## config.mk

```make
export PLATFORM = sky130hd
export DESIGN_NAME = upnm_ctrl
export DESIGN_NICKNAME = d
export VERILOG_FILES = /design/src/rtl/core/upnm_pkg.sv /design/src/rtl/core/upnm_ctrl.sv
export SDC_FILE = /design/constraint.sdc
export NUM_CORES = 1
export LEC_CHECK = 0
export ABC_AREA = 1
export ABC_CLOCK_PERIOD_IN_PS = 1400
export BUFFER_PORTS_ARGS = -buffer_cell sky130_fd_sc_hd__buf_2
export CELL_PAD_IN_SITES_DETAIL_PLACEMENT = 1
export CELL_PAD_IN_SITES_GLOBAL_PLACEMENT = 1
export CORE_AREA = 2 2 47 49
export DETAILED_ROUTE_END_ITERATION = 6
export DIE_AREA = 0 0 49 51
export HOLD_SLACK_MARGIN = 0.08
export MAX_ROUTING_LAYER = met4
export PLACE_DENSITY_LB_ADDON = 0.3
export SLEW_MARGIN = 25
export SYNTH_ARGS = -nofsm -noshare
export SYNTH_HDL_FRONTEND = slang
export SYNTH_SLANG_ARGS = --single-unit
```

## constraint.sdc

```tcl
create_clock -name i_clk -period 1.4 [get_ports i_clk]
set_input_delay 0.28 -clock i_clk [delete_from_list [all_inputs] [get_ports i_clk]]
set_output_delay 0.28 -clock i_clk [all_outputs]
set_load 0.01 [all_outputs]
```

## src/rtl/core/upnm_pkg.sv

```systemverilog
`default_nettype none
package upnm_pkg;

    // field widths fixed by the interface
    localparam int TAB_W   = 1;
    localparam int IDX_W   = 5;
    localparam int POS_W   = 4;
    localparam int CHAR_W  = 8;
    localparam int KIND_W  = 2;
    localparam int MIDX_W  = 5;
    localparam int USED_W  = 6;
    localparam int CFG_IDX_W = 1;

    // input item kinds
    localparam logic CMD_LOAD  = 1'b0;
    localparam logic CMD_QUERY = 1'b1;

    // match kinds
    localparam logic [KIND_W-1:0] KIND_NONE   = 2'd0;
    localparam logic [KIND_W-1:0] KIND_EXACT  = 2'd1;
    localparam logic [KIND_W-1:0] KIND_PREFIX = 2'd2;

    // configuration register indexes
    localparam logic [CFG_IDX_W-1:0] CFG_COMMAND_USED = 1'b0;
    localparam logic [CFG_IDX_W-1:0] CFG_ITEM_USED    = 1'b1;

    localparam logic [USED_W-1:0] USED_RESET = 6'd32;
    localparam logic [CHAR_W-1:0] NUL_CHAR   = 8'h00;

    typedef struct packed {
        logic load_wr;      // write one table byte
        logic latch_query;  // capture query character, advance position
        logic rd_en;        // read one entry at the current position
        logic eval;         // read data valid: update entry flag
        logic decide;       // eval on the final character
        logic load_out;     // load result register and rearm
    } t_dp_cmd;

endpackage
`default_nettype wire

```

## src/rtl/core/upnm_ctrl.sv

```systemverilog
`default_nettype none
module upnm_ctrl #(
    parameter int ENTRIES = 32
) (
    input  wire                       i_clk,
    input  wire                       i_rst_n,
    input  wire                       i_in_valid,
    output logic                      o_in_stall,
    input  wire                       i_command,
    input  wire                       i_last_char,
    output logic                      o_out_valid,
    input  wire                       i_out_stall,
    output upnm_pkg::t_dp_cmd         o_cmd,
    output logic [$clog2(ENTRIES)-1:0] o_rd_entry
);

    localparam int EW = $clog2(ENTRIES);

    localparam logic [1:0] S_IDLE  = 2'd0;
    localparam logic [1:0] S_RUN   = 2'd1;
    localparam logic [1:0] S_DRAIN = 2'd2;
    localparam logic [1:0] S_FIN   = 2'd3;

    logic [1:0]    r_state, n_state;
    logic [EW-1:0] r_cnt, n_cnt;
    logic          r_eval_v;
    logic          r_last, n_last;
    logic          r_out_valid, n_out_valid;
    logic          in_acc;
    logic          out_free;

    assign in_acc   = i_in_valid && (r_state == S_IDLE);
    assign out_free = !r_out_valid || !i_out_stall;

    assign o_in_stall  = (r_state != S_IDLE);
    assign o_out_valid = r_out_valid;
    assign o_rd_entry  = r_cnt;

    always_comb begin
        o_cmd.load_wr     = in_acc && (i_command == upnm_pkg::CMD_LOAD);
        o_cmd.latch_query = in_acc && (i_command == upnm_pkg::CMD_QUERY);
        o_cmd.rd_en       = (r_state == S_RUN);
        o_cmd.eval        = r_eval_v;
        o_cmd.decide      = r_eval_v && r_last;
        o_cmd.load_out    = (r_state == S_FIN) && out_free;
    end

    always_comb begin
        n_state = r_state;
        n_cnt   = r_cnt;
        n_last  = r_last;
        unique case (r_state)
            S_IDLE: begin
                if (o_cmd.latch_query) begin
                    n_state = S_RUN;
                    n_cnt   = '0;
                    n_last  = i_last_char;
                end
            end
            S_RUN: begin
                if (r_cnt == EW'(ENTRIES - 1)) begin
                    n_state = S_DRAIN;
                end else begin
                    n_cnt = r_cnt + EW'(1);
                end
            end
            S_DRAIN: begin
                n_state = r_last ? S_FIN : S_IDLE;
            end
            S_FIN: begin
                if (out_free) begin
                    n_state = S_IDLE;
                end
            end
            default: n_state = S_IDLE;
        endcase
    end

    always_comb begin
        n_out_valid = r_out_valid;
        if (o_cmd.load_out) begin
            n_out_valid = 1'b1;
        end else if (!i_out_stall) begin
            n_out_valid = 1'b0;
        end
    end

    always_ff @(posedge i_clk) begin
        if (!i_rst_n) begin
            r_state     <= S_IDLE;
            r_cnt       <= '0;
            r_eval_v    <= 1'b0;
            r_last      <= 1'b0;
            r_out_valid <= 1'b0;
        end else begin
            r_state     <= n_state;
            r_cnt       <= n_cnt;
            r_eval_v    <= o_cmd.rd_en;
            r_last      <= n_last;
            r_out_valid <= n_out_valid;
        end
    end

endmodule
`default_nettype wire

```

==> impl_metrics.tcl <==
set metrics [dict create \
    r2r_start "o_rd_entry[1]" \
    synthToLayoutAreaGrowth_pct 61.9 \
    start_util_pct 25.3 \
    worstPathMaxFanout 6 \
    worst_clock_skew_ps 8.17 \
    worst_pin_slew_ps 311 \
    drt-initial-drc-count 5 \
    clock_insertion_delay_worst_skew_ps 270 \
    post_route_cells_drive_above_1_share_pct 54.9 \
    min_delay_worst_endpoint "r_last" \
    antenna_violating_nets_post_route 0 \
    start_kind "flip-flop" \
    holdWs_ps 294 \
    min_path_cells 3 \
    number_of_hold_violations_in_the_final_report 0 \
    synth_area_sq_um 522 \
    track_usage_pct 12.7 \
    die_h_um 51 \
    post_synth_main_area_contributors "sky130_fd_sc_hd__dfxtp_1 38%, sky130_fd_sc_hd__a21oi_1 8.6%, sky130_fd_sc_hd__nand2_1 8.6%" \
    maximum_number_of_pins_on_one_net_before_global_route_repair 9 \
    die-area_sq_um 2500 \
    core_area_sq_um 2060 \
    criticalPathCategory "reg2reg" \
    slowest_stage_cell_crit_path "sky130_fd_sc_hd__dfxtp_2" \
    slew-limit-headroom_pct 79.1 \
    gr-total-overflow 0 \
    cts_hold_repair.buffers 0 \
    tritoncts "built" \
    final_max_slew_viol_count 0 \
    p_leak_uw 0.000419 \
    cts-root-to-sink-buffers 2 \
    count_of_unique_library_cells_instantiated_by_yosys 19 \
    final_period_minus_worst_setup_slack_ps 1370 \
    ys.warnings.count 0 \
    number_of_antenna_diodes 0 \
    vdd_ir_max_mv 0.385 \
    crit_arrival_ps 1520 \
    timing.final.setup_violations 0 \
    crit_path_end_kind "flip-flop" \
    grt_pass1_wl_um 2340 \
    r2r-end "o_rd_entry[2]" \
    worst_path_dominant_cell_family "simple AND/OR/NAND/NOR gates" \
    via_count_of_the_first_global_routing_pass 553 \
    seq_total_area_yosys_pct 38.4 \
    max_stage_delay_ps 350 \
    run_status "finished, final reports clean" \
    vias_per_cell 4.51 \
    post_drt_wl_per_cell_um 13.0 \
    drc_errors 0 \
    num_io_pins 19 \
    regToRegSetupSlack_ps 30 \
    die_width_um 49 \
    root_buffer "sky130_fd_sc_hd__clkbuf_4" \
    syn-mean-instance-area_sq_um 7.25 \
    rsz0062_at_grt "yes" \
    yosysTopAreaCellShare_pct 38.4 \
    post_route_cell_area_sq_um 845 \
    place.detailed.hpwl_um 1120 \
    power.density_cell_area_nw_per_um2 869 \
    achievable-frequency_mhz 728 \
    final_min_period_over_clock_period_pct 98.2 \
    total_power_uw 734 \
    io_buffers 18 \
    ctsHtreeMaxLevel 1 \
    path_clk_slew_ps 70 \
    synthesis.nets 80 \
    holdCritPathClass "in2reg" \
    postSynthRegisterBits 10 \
    timing.max_cap.violations 0 \
    synthesis.instances 72 \
    route.final.wire_length_um 1690 \
    numClockSinks 10 \
    number_of_buffers_inserted_during_clock_tree_synthesis 3 \
    cp-startpoint "o_rd_entry[1]" \
    final_net_count 112 \
    hold_path.startpoint "i_last_char" \
    place_congestion 0.768 \
    dp_area_sq_um 679 \
    crit_path_cell_trace "ha_4 > nand2_4 > nor2_4 > ha_4 > inv_2 > nand2_4 > nand2_4 > a21oi_1 > nor2_1" \
    vias 586 \
    cp.required_ps 1540 \
    initial_antenna_violation_count 0 \
    r2r.worst_path.cells 9 \
    firstDrtPassIters 3 \
    cp.buffers_inverters 1 \
    core.rowCount 17 \
    critPathMostFrequentCell "sky130_fd_sc_hd__nand2_4" \
    synth_top_area_cell "sky130_fd_sc_hd__dfxtp_1" \
]
==> final cells by class <==
class	instances	area, sq um
Timing Repair Buffer	29	176
Multi-Input combinational cell	48	358
Fill cell	278	1220
Inverter	12	45.0
Clock buffer	3	22.5
Tap cell	28	35.0
Sequential cell	10	208
==> synth_stat cells (all sizes together) <==
master and number:
nand3 1, o21ai 5, o21bai 1, buf 2, nand2 13, o211ai 1, ha 2, nand4 1
nor3 2, dfxtp 10, or2 1, inv 12, a21oi 9, nor2 10, a22oi 2
==> power breakdown <==
part / switching (uW) / total, uW / internal (uW)
Clock: 94.0 / 193 / 99.1
Sequential: 22.3 / 328 / 306
Combinational: 117 / 213 / 96.0
Total: 233 / 734 / 501
==> state kept, by name, summed over array words and instances (netlist names) <==
signal	flops
r_last	1
o_out_valid	1
r_state	2
r_eval_v	1
o_rd_entry	5
==> timing repair <==
item	4_1_cts	5_1_grt
endpoints found under the setup margin	11	10
resized for setup	8	22
pin swaps	1	9
setup buffers	1	4
==> worst max path at each step <==
stage	slack, ps	cells after the start	end
2_1_floorplan	10	9	o_rd_entry[1]
3_3_place_gp	-10	9	o_rd_entry[1]
3_5_place_dp	-70	9	o_rd_entry[1]
4_1_cts	-6	8	o_rd_entry[0]
5_1_grt	-40	9	r_state[1]
6_report	30	9	o_rd_entry[2]
==> layout by cell type (no fill, tap or decap) <==
cell type,count
sky130_fd_sc_hd__a21oi_1,8
sky130_fd_sc_hd__nand2_1,9
sky130_fd_sc_hd__nor2_4,3
sky130_fd_sc_hd__clkbuf_4,3
sky130_fd_sc_hd__buf_6,1
sky130_fd_sc_hd__o21ai_4,1
sky130_fd_sc_hd__nand3_4,1
sky130_fd_sc_hd__o21ai_0,2
sky130_fd_sc_hd__inv_2,4
sky130_fd_sc_hd__dfxtp_1,6
sky130_fd_sc_hd__nand2_4,3
sky130_fd_sc_hd__o211ai_1,1
sky130_fd_sc_hd__a22oi_2,2
sky130_fd_sc_hd__inv_1,8
sky130_fd_sc_hd__nand2_2,1
sky130_fd_sc_hd__dfxtp_2,3
sky130_fd_sc_hd__nor3_1,1
sky130_fd_sc_hd__nand4_1,1
sky130_fd_sc_hd__dfxtp_4,1
sky130_fd_sc_hd__o21ai_1,1
sky130_fd_sc_hd__o21bai_1,1
sky130_fd_sc_hd__a21oi_2,1
sky130_fd_sc_hd__o21ai_2,1
sky130_fd_sc_hd__or2_0,1
sky130_fd_sc_hd__buf_2,18
sky130_fd_sc_hd__nor3_2,1
sky130_fd_sc_hd__nor2_1,7
sky130_fd_sc_hd__buf_4,10
sky130_fd_sc_hd__ha_4,2
==> stage by stage <==
step | std cells | setup WS [ps] | util, % | TNS, ps
after floorplan | 72 | 14.8 | - | 0
after global placement | 122 | -12.8 | 32.9 | -19.6
after detailed placement | 122 | -71.4 | 32.9 | -226
after CTS | 126 | -5.58 | 35.2 | -11.5
after global routing | 130 | -42.1 | 40.9 | -131
final | 130 | 25.6 | 40.9 | 0
==> routing by layer <==
metal | vias to the layer above | part of all wire [%] | global-route usage [%]
met1 | 273 | 36 | 12.7
met2 | 18 | 58 | 23.1
li1 | 295 | - | -
met4 | 0 | 0 | 2.86
met5 | - | 0 | -
met3 | 0 | 6.4 | 5.56
==> tightest hold or removal path: stages <==
cell,delay [ps]
sky130_fd_sc_hd__buf_2,70
sky130_fd_sc_hd__o21ai_0,70
sky130_fd_sc_hd__a21oi_1,100
==> kinds of logic after synthesis <==
group	Yosys count	share of synthesized area, %
flops	10	38.4
simple gates	28	26.1
compound gates	18	19.2
fa+ha+maj	2	4.80
buf+inv	14	11.5
(Power assumes the default switching activity.)
